$ cat config.mk
export PLATFORM = sky130hd
export DESIGN_NAME = srecord_line_parser_core
export DESIGN_NICKNAME = d
export VERILOG_FILES = /design/src/hw/rtl/srlp_pkg.sv /design/src/hw/rtl/srlp_parse.sv /design/src/hw/rtl/srlp_out_buf.sv /design/src/hw/rtl/srecord_line_parser_core.sv
export VERILOG_INCLUDE_DIRS = /design/src /design/src/hw/rtl
export SDC_FILE = /design/constraint.sdc
export NUM_CORES = 1
export LEC_CHECK = 0
export ABC_AREA = 1
export BUFFER_PORTS_ARGS = -buffer_cell sky130_fd_sc_hd__buf_2
export CAP_MARGIN = 5
export CELL_PAD_IN_SITES_DETAIL_PLACEMENT = 0
export CELL_PAD_IN_SITES_GLOBAL_PLACEMENT = 1
export CORE_MARGIN = 3
export CORE_UTILIZATION = 46
export DETAILED_ROUTE_END_ITERATION = 7
export PLACE_DENSITY = 0.91
export SYNTH_ARGS = -nofsm -noshare
export SYNTH_HDL_FRONTEND = slang
export SYNTH_SLANG_ARGS = --single-unit
$ cat constraint.sdc
create_clock -name clk -period 10.35 [get_ports clk]
set_clock_uncertainty 0.2 [all_clocks]
set_input_delay 0 -clock clk [delete_from_list [all_inputs] [get_ports clk]]
set_output_delay 0 -clock clk [all_outputs]
set_load 0.01 [all_outputs]
$ cat src/hw/rtl/srecord_line_parser_core_assert.svh
// ----------------------------------------------------------------------------
// S-record line parser assertion macros
// Shared concurrent assertion forms, clocked on clk and idle in reset.
// ----------------------------------------------------------------------------
`ifndef SRECORD_LINE_PARSER_CORE_ASSERT_SVH
`define SRECORD_LINE_PARSER_CORE_ASSERT_SVH

// Property must hold at every clock edge outside reset.
`define SRLP_ASSERT(label, prop, msg) \
	label: assert property (@(posedge clk) disable iff (!arst_n) prop) \
		else $error(msg);

// Condition must never be true outside reset.
`define SRLP_ASSERT_NEVER(label, cond, msg) \
	`SRLP_ASSERT(label, !(cond), msg)

`endif

$ cat src/hw/rtl/srlp_pkg.sv
// ----------------------------------------------------------------------------
// S-record line parser package
// Item types, result codes and character decode helpers.
// ----------------------------------------------------------------------------
package srlp_pkg;

	typedef struct packed {
		logic [7:0] character;
		logic       line_end;
	} in_item_t;

	typedef struct packed {
		logic        result_kind;
		logic [31:0] byte_address;
		logic [7:0]  data_byte;
		logic [1:0]  line_status;
	} out_item_t;

	localparam logic KIND_DATA   = 1'b0;
	localparam logic KIND_STATUS = 1'b1;

	localparam logic [1:0] STATUS_OK  = 2'd0;
	localparam logic [1:0] STATUS_NA  = 2'd1;
	localparam logic [1:0] STATUS_BAD = 2'd2;

	localparam logic [7:0] CHAR_S    = 8'h53;
	localparam logic [7:0] SUM_GOOD  = 8'hFF;
	localparam logic [8:0] INDEX_MAX = 9'd511;
	localparam logic [9:0] POS_MAX   = 10'd1023;
	localparam logic [9:0] POS_WRAP  = 10'd2;

	typedef struct packed {
		logic       ok;
		logic [3:0] nib;
	} hex_t;

	function automatic hex_t hex_value(input logic [7:0] c);
		hex_t h;
		h.ok  = 1'b1;
		h.nib = 4'd0;
		if (c >= 8'h30 && c <= 8'h39) begin
			h.nib = c[3:0];
		end else if ((c >= 8'h61 && c <= 8'h66) || (c >= 8'h41 && c <= 8'h46)) begin
			h.nib = c[3:0] + 4'd9;
		end else begin
			h.ok = 1'b0;
		end
		return h;
	endfunction

	function automatic logic [2:0] addr_len(input logic [7:0] rtype);
		logic [2:0] n;
		case (rtype)
			8'h31:   n = 3'd2;
			8'h32:   n = 3'd3;
			8'h33:   n = 3'd4;
			default: n = 3'd0;
		endcase
		return n;
	endfunction

endpackage

$ cat src/hw/rtl/srlp_parse.sv
// ----------------------------------------------------------------------------
// S-record line parser step logic
// Holds the line state and turns one item into at most one result.
// ----------------------------------------------------------------------------
module srlp_parse (
	input  logic                clk,
	input  logic                arst_n,
	input  logic                step,
	input  srlp_pkg::in_item_t  item,
	output logic                has_result,
	output srlp_pkg::out_item_t result
);

	logic [9:0]  pos_q;
	logic [7:0]  rtype_q;
	logic [7:0]  count_q;
	logic [8:0]  index_q;
	logic [7:0]  sum_q;
	logic [31:0] base_q;
	logic [3:0]  high_q;
	logic        err_q;

	logic [9:0]  pos_d;
	logic [7:0]  rtype_d;
	logic [7:0]  count_d;
	logic [8:0]  index_d;
	logic [7:0]  sum_d;
	logic [31:0] base_d;
	logic [3:0]  high_d;
	logic        err_d;

	srlp_pkg::hex_t h;
	logic [2:0]  alen;
	logic [7:0]  b;
	logic [8:0]  off;
	logic        bad;

	always_comb begin
		h     = srlp_pkg::hex_value(item.character);
		alen  = srlp_pkg::addr_len(rtype_q);
		b     = {high_q, h.nib};
		off   = index_q - {6'd0, alen} - 9'd1;
		pos_d   = pos_q;
		rtype_d = rtype_q;
		count_d = count_q;
		index_d = index_q;
		sum_d   = sum_q;
		base_d  = base_q;
		high_d  = high_q;
		err_d   = err_q;
		has_result = 1'b0;
		result     = '0;
		bad = err_q || (pos_q < 10'd4) || pos_q[0]
			|| (index_q != ({1'b0, count_q} + 9'd1)) || (sum_q != srlp_pkg::SUM_GOOD)
			|| ((alen != 3'd0) && ({1'b0, count_q} < ({6'd0, alen} + 9'd1)));
		if (item.line_end) begin
			has_result = 1'b1;
			result.result_kind = srlp_pkg::KIND_STATUS;
			if (bad) begin
				result.line_status = srlp_pkg::STATUS_BAD;
			end else if (alen == 3'd0) begin
				result.line_status = srlp_pkg::STATUS_NA;
			end else begin
				result.line_status = srlp_pkg::STATUS_OK;
			end
			pos_d   = '0;
			rtype_d = '0;
			count_d = '0;
			index_d = '0;
			sum_d   = '0;
			base_d  = '0;
			high_d  = '0;
			err_d   = 1'b0;
		end else begin
			if (pos_q == 10'd0) begin
				if (item.character != srlp_pkg::CHAR_S) begin
					err_d = 1'b1;
				end
			end else if (pos_q == 10'd1) begin
				if (item.character < 8'h30 || item.character > 8'h39) begin
					err_d = 1'b1;
				end
				rtype_d = item.character;
			end else begin
				if (!h.ok) begin
					err_d = 1'b1;
				end
				if (!pos_q[0]) begin
					high_d = h.nib;
				end else begin
					if (index_q == 9'd0) begin
						count_d = b;
					end else if (index_q > {1'b0, count_q}) begin
						err_d = 1'b1;
					end
					sum_d = sum_q + b;
					if (index_q >= 9'd1 && index_q <= {6'd0, alen}) begin
						base_d = {base_q[23:0], b};
					end
					if (alen != 3'd0 && index_q > {6'd0, alen}
						&& index_q < {1'b0, count_q} && !err_d) begin
						has_result = 1'b1;
						result.result_kind  = srlp_pkg::KIND_DATA;
						result.byte_address = base_q + {23'd0, off};
						result.data_byte    = b;
						result.line_status  = srlp_pkg::STATUS_OK;
					end
					index_d = (index_q < srlp_pkg::INDEX_MAX) ? index_q + 9'd1
						: srlp_pkg::INDEX_MAX;
				end
			end
			pos_d = (pos_q >= srlp_pkg::POS_MAX) ? srlp_pkg::POS_WRAP : pos_q + 10'd1;
		end
	end

	always_ff @(posedge clk or negedge arst_n) begin
		if (!arst_n) begin
			pos_q   <= '0;
			rtype_q <= '0;
			count_q <= '0;
			index_q <= '0;
			sum_q   <= '0;
			base_q  <= '0;
			high_q  <= '0;
			err_q   <= 1'b0;
		end else if (step) begin
			pos_q   <= pos_d;
			rtype_q <= rtype_d;
			count_q <= count_d;
			index_q <= index_d;
			sum_q   <= sum_d;
			base_q  <= base_d;
			high_q  <= high_d;
			err_q   <= err_d;
		end
	end

endmodule

$ cat src/hw/rtl/srlp_out_buf.sv
// ----------------------------------------------------------------------------
// S-record line parser result register
// Holds one result item until the receiver takes it.
// ----------------------------------------------------------------------------
module srlp_out_buf (
	input  logic                clk,
	input  logic                arst_n,
	input  logic                load,
	input  srlp_pkg::out_item_t load_item,
	output logic                free,
	output logic                result_valid,
	input  logic                result_ready,
	output srlp_pkg::out_item_t result
);

	logic                valid_q;
	srlp_pkg::out_item_t item_q;

	assign free         = !valid_q || result_ready;
	assign result_valid = valid_q;
	assign result       = item_q;

	always_ff @(posedge clk or negedge arst_n) begin
		if (!arst_n) begin
			valid_q <= 1'b0;
		end else if (free) begin
			valid_q <= load;
		end
	end

	always_ff @(posedge clk) begin
		if (free && load) begin
			item_q <= load_item;
		end
	end

endmodule

$ cat src/hw/rtl/srecord_line_parser_core.sv
// ----------------------------------------------------------------------------
// S-record line parser core
// Input item register, parse step and result register.
//
// Characters of one S-record line enter on the item channel, one per item,
// and a separate item with line_end set closes the line. Each data byte of
// a type 1, 2 or 3 record leaves on the result channel with its address as
// soon as its second hex digit is taken; the line end item yields one
// status result (ok, not applicable, bad record). Other characters yield
// no result. An accepted item is held in the input register, and the parse
// step loads its result into the result register once that register is free.
// The block takes one item per cycle, bounded only by the result register
// draining. When the receiver stalls, the result register and the input
// register fill and item_ready drops until the receiver takes the waiting
// result. Reset clears all line state and empties both registers.
// ----------------------------------------------------------------------------
`include "srecord_line_parser_core_assert.svh"

module srecord_line_parser_core (
	input  logic                clk,
	input  logic                arst_n,
	input  logic                item_valid,
	output logic                item_ready,
	input  srlp_pkg::in_item_t  item,
	output logic                result_valid,
	input  logic                result_ready,
	output srlp_pkg::out_item_t result
);

	logic                valid_s1;
	srlp_pkg::in_item_t  item_s1;
	logic                out_free;
	logic                fire;
	logic                has_result;
	srlp_pkg::out_item_t step_result;

	assign fire       = valid_s1 && out_free;
	assign item_ready = !valid_s1 || fire;

	always_ff @(posedge clk or negedge arst_n) begin
		if (!arst_n) begin
			valid_s1 <= 1'b0;
		end else if (item_ready) begin
			valid_s1 <= item_valid;
		end
	end

	always_ff @(posedge clk) begin
		if (item_ready && item_valid) begin
			item_s1 <= item;
		end
	end

	srlp_parse u_parse (
		.clk        (clk),
		.arst_n     (arst_n),
		.step       (fire),
		.item       (item_s1),
		.has_result (has_result),
		.result     (step_result)
	);

	srlp_out_buf u_out (
		.clk          (clk),
		.arst_n       (arst_n),
		.load         (fire && has_result),
		.load_item    (step_result),
		.free         (out_free),
		.result_valid (result_valid),
		.result_ready (result_ready),
		.result       (result)
	);

	`SRLP_ASSERT(a_s1_holds, valid_s1 && !fire |=> valid_s1, "Input item lost while stalled.")
	`SRLP_ASSERT(a_status_clean,
		result_valid && result.result_kind == srlp_pkg::KIND_STATUS
		|-> result.byte_address == 32'd0 && result.data_byte == 8'd0,
		"Status item carries data.")
	`SRLP_ASSERT_NEVER(a_data_status,
		result_valid && result.result_kind == srlp_pkg::KIND_DATA
		&& result.line_status != srlp_pkg::STATUS_OK,
		"Data item carries a status.")
	`SRLP_ASSERT(a_eol_result, fire && item_s1.line_end |-> has_result, "Line end without status.")

endmodule
==> results of run 1 <==
-- power groups by stage --
| stage | combinational [uW] | sequential, uW | clock [uW] |
|---|---|---|---|
| 2_1_floorplan | 644 | 725 | 0 |
| 3_3_place_gp | 786 | 756 | 0 |
| 3_5_place_dp | 794 | 757 | 0 |
| 4_1_cts | 806 | 748 | 615 |
| 5_1_grt | 939 | 762 | 638 |
| 6_report | 807 | 750 | 606 |
-- synth_stat cells, types with 9 or more instances --
library cell	count	area share (%)
dfrtp_1	82	25
o22ai_1	9	0.69
nor2_2	9	0.69
a21oi_2	9	0.97
xor2_1	20	2.2
ha_1	44	6.8
nand4_1	14	1.1
nand3_1	71	4.4
nor2_1	100	4.6
edfxtp_1	52	19
nor3_1	24	1.5
inv_1	117	5.4
a21oi_1	31	1.9
o21ai_0	39	2.4
nand2_1	237	11
o21ai_1	40	2.5
nand2_2	12	0.92
-- per-layer routing --
metal / share of wire [%] / global-route usage [%] / routed length (um) / vias up
li1: - / - / - / 3428
met1: 46 / 26.39 / 8744 / 3090
met2: 49 / 34.49 / 9301 / 144
met3: 4.3 / 4.276 / 813 / 23
met4: 1.3 / 5.252 / 250 / 0
met5: 0 / 0 / 0 / -
-- timing repair --
action,CTS,global route
hold buffers,15,0
hold endpoints to repair,103,0
setup endpoints to repair,0,0
-- cell type report --
type	instances	area (sq um)	area share (%)
clock buffer	18	439.2	4.724
clock inverter	14	147.6	1.588
inverter	125	471.7	5.074
multi-input combinational	716	3897	41.92
sequential	134	3613	38.87
tap	225	281.5	3.028
timing repair buffer	73	445.4	4.791
-- sequential cells by signal, summed over array words and instances (netlist names) --
signal and flops:
item_s1 9, u_parse.high_q 4, u_parse.sum_q 8, u_parse.rtype_q 8
valid_s1 1, u_parse.base_q 32, u_parse.err_q 1, u_parse.count_q 8
u_parse.pos_q 10, u_parse.index_q 9, u_out.result 43, u_out.result_valid 1
-- metrics by stage --
| stage | power [uW] | instances |
|---|---|---|
| 6_report | 2163 | 1305 |
| 5_1_grt | 2339 | 1305 |
| 4_1_cts | 2169 | 1305 |
| 3_5_place_dp | 1551 | 1258 |
| 3_3_place_gp | 1542 | 1258 |
| 2_1_floorplan | 1369 | 998 |
-- worst paths after layout --
check | startpoint | endpoint | slack, ns | cells past startpoint
setup / recovery | u_parse.rtype_q[4]$_DFFE_PN0P_ | u_out.result[41]$_SDFFCE_PP0P_ | 5.93 | 24
hold / removal | item[7] | item_s1[7]$_DFFE_PP_ | 0.09 | 2
min in group asynchronous | arst_n | u_parse.err_q$_DFFE_PN0P_ | 0.12 | 3
max in group asynchronous | arst_n | u_parse.index_q[6]$_DFFE_PN0P_ | 8.82 | 3
setup reg to reg | u_parse.rtype_q[4]$_DFFE_PN0P_ | u_out.result[41]$_SDFFCE_PP0P_ | 5.93 | 24
hold reg to reg | u_parse.base_q[30]$_DFFE_PN0P_ | u_parse.base_q[30]$_DFFE_PN0P_ | 0.30 | 2
-- cell families after synthesis --
| family | Yosys count |
|---|---|
| adder cells (fa/ha/maj) | 47 |
| buffers and inverters | 148 |
| XOR/XNOR | 25 |
| AND/OR/NAND/NOR | 497 |
| AO/OA/AOI/OAI | 147 |
| flip-flops | 134 |
-- worst max-delay path: stages, from the launching register on --
cell and delay [ns]:
dfrtp_1 0.38, nand4_1 0.14, inv_1 0.08, nand2_2 0.11
ha_1 0.16, inv_1 0.03, nand2_1 0.10, inv_1 0.09
a31oi_1 0.31, inv_1 0.12, fa_1 0.44, o21ai_0 0.22
or2_2 0.17, nor3_1 0.06, xor2_1 0.16, ha_1 0.37
nand2_1 0.12, o21ai_0 0.19, nand2_1 0.08, nand2_2 0.14
nand4_1 0.17, nor2_1 0.18, nand2_1 0.07, nand2_1 0.05
nor2_1 0.04
==> flow_summary_export.csv, run 1 <==
group,metric,value,unit
placed_design,place_area,0.008559,sq mm
yosys,synth-xor-area-share,2.690,%
placed_design,post-place-ws,5.986,ns
grt,grt_pass1_wl,31.75,mm
grt,antenna_found_initial,0,
power_and_ir_drop,p_int,1292,uW
detailed_routing,drtPass1Iterations,5,
power_and_ir_drop,clkPwrFrac,28.0,%
yosys,yosys_most_used_dff,"dfrtp_1",
grt,grt_max_degree,65,
layout,layout.nets,1127,
timing,slew_headroom,24.33,%
timing,finalWorstSetupSlack,5.931,ns
detailed_routing,routed_wl,19.11,mm
grt,grt_pass1_vias,6359,
setup_path,critPathKind,"reg2reg",
setup_path,critPathArrivalTime,4.40,ns
power_and_ir_drop,peakVddDrop,0.1304,mV
clock_tree,cts_sinks,134,
detailed_routing,vias_per_cell,5.123,
yosys,yosys_warnings,0,
grt,grt_usage,20.25,%
yosys,netlist_area,0.008140,sq mm
layout,drive_above_1_share,13.98,%
yosys,synthMuxAreaShare,0,%
yosys,synth_compound_area_share,10.19,%
yosys,synth_cell_types,49,
detailed_routing,wl_per_cell,14.64,um
grt,grt_overflow,0,
clock_tree,cts-resized-gates,0,
hold_path,hp-class,"in2reg",
floorplan,rows,48,
yosys,syn_area_per_cell,8.157,sq um
power_and_ir_drop,power.switching,870.5,uW
floorplan,io_pins,58,
layout,final_cell_mix,"nand2_1, inv_1, nor2_1",
detailed_routing,num_vias,6685,
layout,fin_area,0.009296,sq mm
timing,min_period,4.419,ns
run,max_cap_violations,0,
setup_path,cp-end-kind,"register",
layout,mostFrequentLayoutCell,"nand2_1",
setup_path,required,10.34,ns
yosys,synthArstFlopShare,61.19,%
detailed_routing,initialDrtViolationCount,391,
timing,finalSetupTns,0,ns
power_and_ir_drop,seqPwrFrac,34.7,%
setup_path,cp-start-kind,"register",
timing,max_freq,0.2263,GHz
clock_tree,cts_tree,"yes",
placed_design,globalplace.congestion,0.9383,
clock_tree,htreeDepth,4,
clock_tree,post_cts_buffers,0,
clock_tree,cts_buffer_depth,2,
power_and_ir_drop,p_leak,0.004158,uW
floorplan,die_h,139.0,um
layout,syn2layout_area_growth,14.20,%
layout,fillers,1631,
detailed_routing,ant_nets,0,
timing,worst_pin_slew,1.135,ns
yosys,synth_fa_ha_area_share,7.501,%
floorplan,initial_core_util,47.06,%
clock_tree,clock_latency,0.43,ns
yosys,ys_seq_elements,134,
detailed_routing,drt_drc_violations_left,0,
clock_tree,cts_buffers,17,
timing,hold_violations,0,
floorplan,die_area,0.01933,sq mm
outcome,status,"finished, final reports clean",
timing,drv_slew,0,
yosys,synth_top_family_by_area,"simple AND/OR/NAND/NOR gates",
yosys,yosysSeqAreaShare,44.39,%
clock_tree,root_buffer,"clkbuf_16",
power_and_ir_drop,swShare,40.25,%
timing,setup_violations,0,
yosys,postSynthCellCount,998,
power_and_ir_drop,comb_power_share,37.3,%
timing,holdWs,0.09046,ns
layout,post-route-util,53.75,%
yosys,synth_nets,1058,
yosys,synthSimpleGateAreaFrac,27.47,%
timing,rsz0062_at_grt,"false",
clock_tree,path_clk_slew,0.06,ns
power_and_ir_drop,p_per_area,232.6,mW/mm^2
placed_design,portBuffers,57,
floorplan,core_area,0.01730,sq mm
floorplan,die_w,139.0,um
yosys,synth_edf_count,52,
setup_path,path_max_fanout,6,
timing,period_share,42.69,%
placed_design,hpwl,13.61,mm
layout,antenna_cells,0,
Power figures use the tool's default switching activity.
==> inputs of run 2 (changes only) <==
- ABC_AREA: 1 -> 0
- CORE_UTILIZATION: 46 -> 43
- PLACE_DENSITY: 0.91 -> 0.87
- clock period: 10.35 -> 3.74 ns (I/O delays scaled with it)
==> flow_summary_export.csv, run 2 <==
group,metric,value,unit
timing,worst_pin_slew,1.067,ns
timing,hold_violations,0,
setup_path,path_max_fanout,4,
detailed_routing,drt_drc_violations_left,0,
detailed_routing,initialDrtViolationCount,484,
yosys,postSynthCellCount,764,
detailed_routing,num_vias,6791,
detailed_routing,vias_per_cell,5.824,
outcome,violations,"setup timing",
floorplan,die_area,0.01963,sq mm
setup_path,slowest_stage,"o31ai_4",
setup_path,critPathTopFamily,"simple AND/OR/NAND/NOR gates",
placed_design,place_area,0.008771,sq mm
setup_path,critPathArrivalTime,4.56,ns
layout,syn2layout_area_growth,34.51,%
timing,finalWorstSetupSlack,-0.8387,ns
yosys,synth_cell_types,71,
setup_path,cp-start-kind,"register",
setup_path,reg2reg_depth,21,
yosys,yosysSeqAreaShare,46.72,%
detailed_routing,wl_per_cell,19.11,um
timing,min_period,4.579,ns
yosys,netlist_top_cells_count,"dfrtp_1, nor2_1, edfxtp_1",
grt,grt_pass1_vias,6642,
grt,grt_usage,21.70,%
clock_tree,root_buffer,"clkbuf_16",
detailed_routing,ant_nets,0,
yosys,synth_edf_count,52,
setup_path,r2r_end,"u_out.result[39]$_SDFFCE_PP0P_",
power_and_ir_drop,peakVddDrop,0.4756,mV
floorplan,rows,48,
layout,mostFrequentLayoutCell,"buf_4",
setup_path,path_cells,"and4bb_2 > nand3_2 > or2_4 > ha_4 > nor3b_4 > o21ai_4 > ha_4 > a21oi_2 > nor2b_2 > nor2_2 > nor4bb_4 > xor2_1 > ha_1 > nand4_1 > buf_4 > nor3_4 > buf_4 > o31ai_4 > a211oi_1 > xnor2_1 > nor2_1",
setup_path,crit-reg2reg-launch,"u_parse.rtype_q[3]$_DFFE_PN0P_",
clock_tree,clock_latency,0.42,ns
placed_design,portBuffers,57,
power_and_ir_drop,p_per_area,529.3,mW/mm^2
floorplan,die_w,140.1,um
grt,grt_max_degree,83,
floorplan,io_pins,58,
clock_tree,cts_tree,"yes",
setup_path,required,3.72,ns
yosys,yosysTopAreaCell,"dfrtp_1",
outcome,status,"complete, but fails checks",
timing,max_freq,0.2184,GHz
setup_path,cp-end-kind,"register",
layout,antenna_cells,0,
placed_design,globalplace.congestion,0.8981,
floorplan,die_h,140.1,um
clock_tree,cts_sinks,134,
detailed_routing,routed_wl,22.29,mm
hold_path,hp-class,"in2reg",
run,max_cap_violations,0,
layout,layout.nets,988,
hold_path,whs_endpoint,"item_s1[4]$_DFFE_PP_",
setup_path,reg2reg_slack,-0.84,ns
yosys,netlist_area,0.007734,sq mm
grt,grt_overflow,0,
layout,fin_area,0.01040,sq mm
clock_tree,cts_buffers,17,
clock_tree,cts_buffer_depth,2,
timing,slew_headroom,28.87,%
placed_design,post-place-ws,-0.9126,ns
layout,largest_reg_flops,43,
hold_path,min_from,"item[4]",
yosys,ys_top_cells_by_area,"dfrtp_1, edfxtp_1, ha_1, a22o_1, xnor2_1",
grt,antenna_found_initial,0,
clock_tree,path_clk_slew,0.06,ns
yosys,synth_top_cell_area_share,26.53,%
setup_path,path_buf_inv,2,
clock_tree,htreeDepth,4,
yosys,syn_area_per_cell,10.12,sq um
layout,final_cell_mix,"buf_4, dfrtp_1, buf_2",
power_and_ir_drop,p_leak,0.004322,uW
timing,rsz0062_at_grt,"true",
yosys,synthArstFlopShare,61.19,%
setup_path,critPathMaxStageDelay,0.43,ns
timing,period_share,122.4,%
yosys,yosys_warnings,0,
timing,drv_slew,0,
floorplan,initial_core_util,44.25,%
floorplan,core_area,0.01748,sq mm
layout,drive_above_1_share,31.46,%
grt,grt_pass1_wl,34.26,mm
timing,setup_violations,72,
yosys,synth_nets,824,
yosys,ys_seq_elements,134,
hold_path,hold_depth,2,
setup_path,critPathKind,"reg2reg",
yosys,yosys_most_used_dff,"dfrtp_1",
placed_design,hpwl,13.37,mm
detailed_routing,drtPass1Iterations,5,
yosys,synth.most_common_cell,"dfrtp_1",
## run 2: how the worst max path moves through the flow
stage,start,to,slack [ns],cells after the start
final,u_parse.rtype_q[3]$_DFFE_PN0P_,u_out.result[39]$_SDFFCE_PP0P_,-0.84,21
after global routing,u_parse.rtype_q[2]$_DFFE_PN0P_,u_out.result[39]$_SDFFCE_PP0P_,-1.04,21
after CTS,u_parse.rtype_q[2]$_DFFE_PN0P_,u_out.result[37]$_SDFFCE_PP0P_,-0.70,22
after detailed placement,u_parse.rtype_q[2]$_DFFE_PN0P_,u_out.result[19]$_SDFFCE_PP0P_,-0.91,19
after global placement,u_parse.rtype_q[3]$_DFFE_PN0P_,u_out.result[19]$_SDFFCE_PP0P_,-0.81,19
after floorplan,u_parse.rtype_q[3]$_DFFE_PN0P_,u_out.result[19]$_SDFFCE_PP0P_,-0.61,20
## run 2: logic make-up after synthesis
group / share of synthesized area (%)
XOR/XNOR: 4.983
buffers and inverters: 4.433
multiplexers: 1.424
flip-flops: 46.72
AND/OR/NAND/NOR: 18.12
AO/OA/AOI/OAI: 16.42
adder cells (fa/ha/maj): 7.895
## run 2: power by group
part | switching (uW) | leakage, uW | internal, uW | total, uW
registers | 146 | 0.00162 | 1640 | 1790
logic | 1140 | 0.00242 | 940 | 2080
clock network | 670 | 0.000284 | 970 | 1640
total | 1960 | 0.00432 | 3550 | 5510
## run 2: final cells by class
type	count	area (sq um)
Timing Repair Buffer	179	1491
Sequential cell	134	3613
Tap cell	225	281.5
Fill cell	1416	7074
Inverter	44	167.7
Clock inverter	10	80.08
Clock buffer	22	505.5
Multi-Input combinational cell	552	4263
## run 2: repair_timing
| item | in CTS | in global routing |
|---|---|---|
| cloned | 5 | 7 |
| setup endpoints to repair | 29 | 115 |
| endpoints found under the hold margin | 102 | 0 |
| buffers inserted | 33 | 10 |
| resized for setup | 49 | 55 |
| hold buffers | 13 | 0 |
| pin swaps | 37 | 19 |
## run 2: layer usage
layer	global-route usage, %	wire, um	vias to the layer above
li1	-	-	3137
met1	26.09	8795	3339
met2	37.93	11360	257
met3	4.541	1283	58
met4	8.924	852	0
met5	0	0	-
## run 2: stage by stage
stage	instances	power, uW	util (%)	hold WS [ns]	setup TNS [ns]
after floorplan	764	2784	-	-0.4956	-10.78
after global placement	1080	3313	50.19	-0.02307	-16.62
after detailed placement	1080	3341	50.19	-0.02191	-18.83
after CTS	1161	5262	57.62	0.06489	-47.93
after global routing	1166	5749	59.52	0.07698	-37.02
final	1166	5506	59.52	0.08094	-24.57
## run 2: worst reg2reg max path, cell delays in order, from the launching register on
cell,delay (ns)
dfrtp_1,0.37
and4bb_2,0.34
nand3_2,0.10
or2_4,0.26
ha_4,0.18
nor3b_4,0.21
o21ai_4,0.11
ha_4,0.23
a21oi_2,0.13
nor2b_2,0.07
nor2_2,0.12
nor4bb_4,0.21
xor2_1,0.18
ha_1,0.27
nand4_1,0.13
buf_4,0.13
nor3_4,0.04
buf_4,0.17
o31ai_4,0.43
a211oi_1,0.18
xnor2_1,0.20
nor2_1,0.06
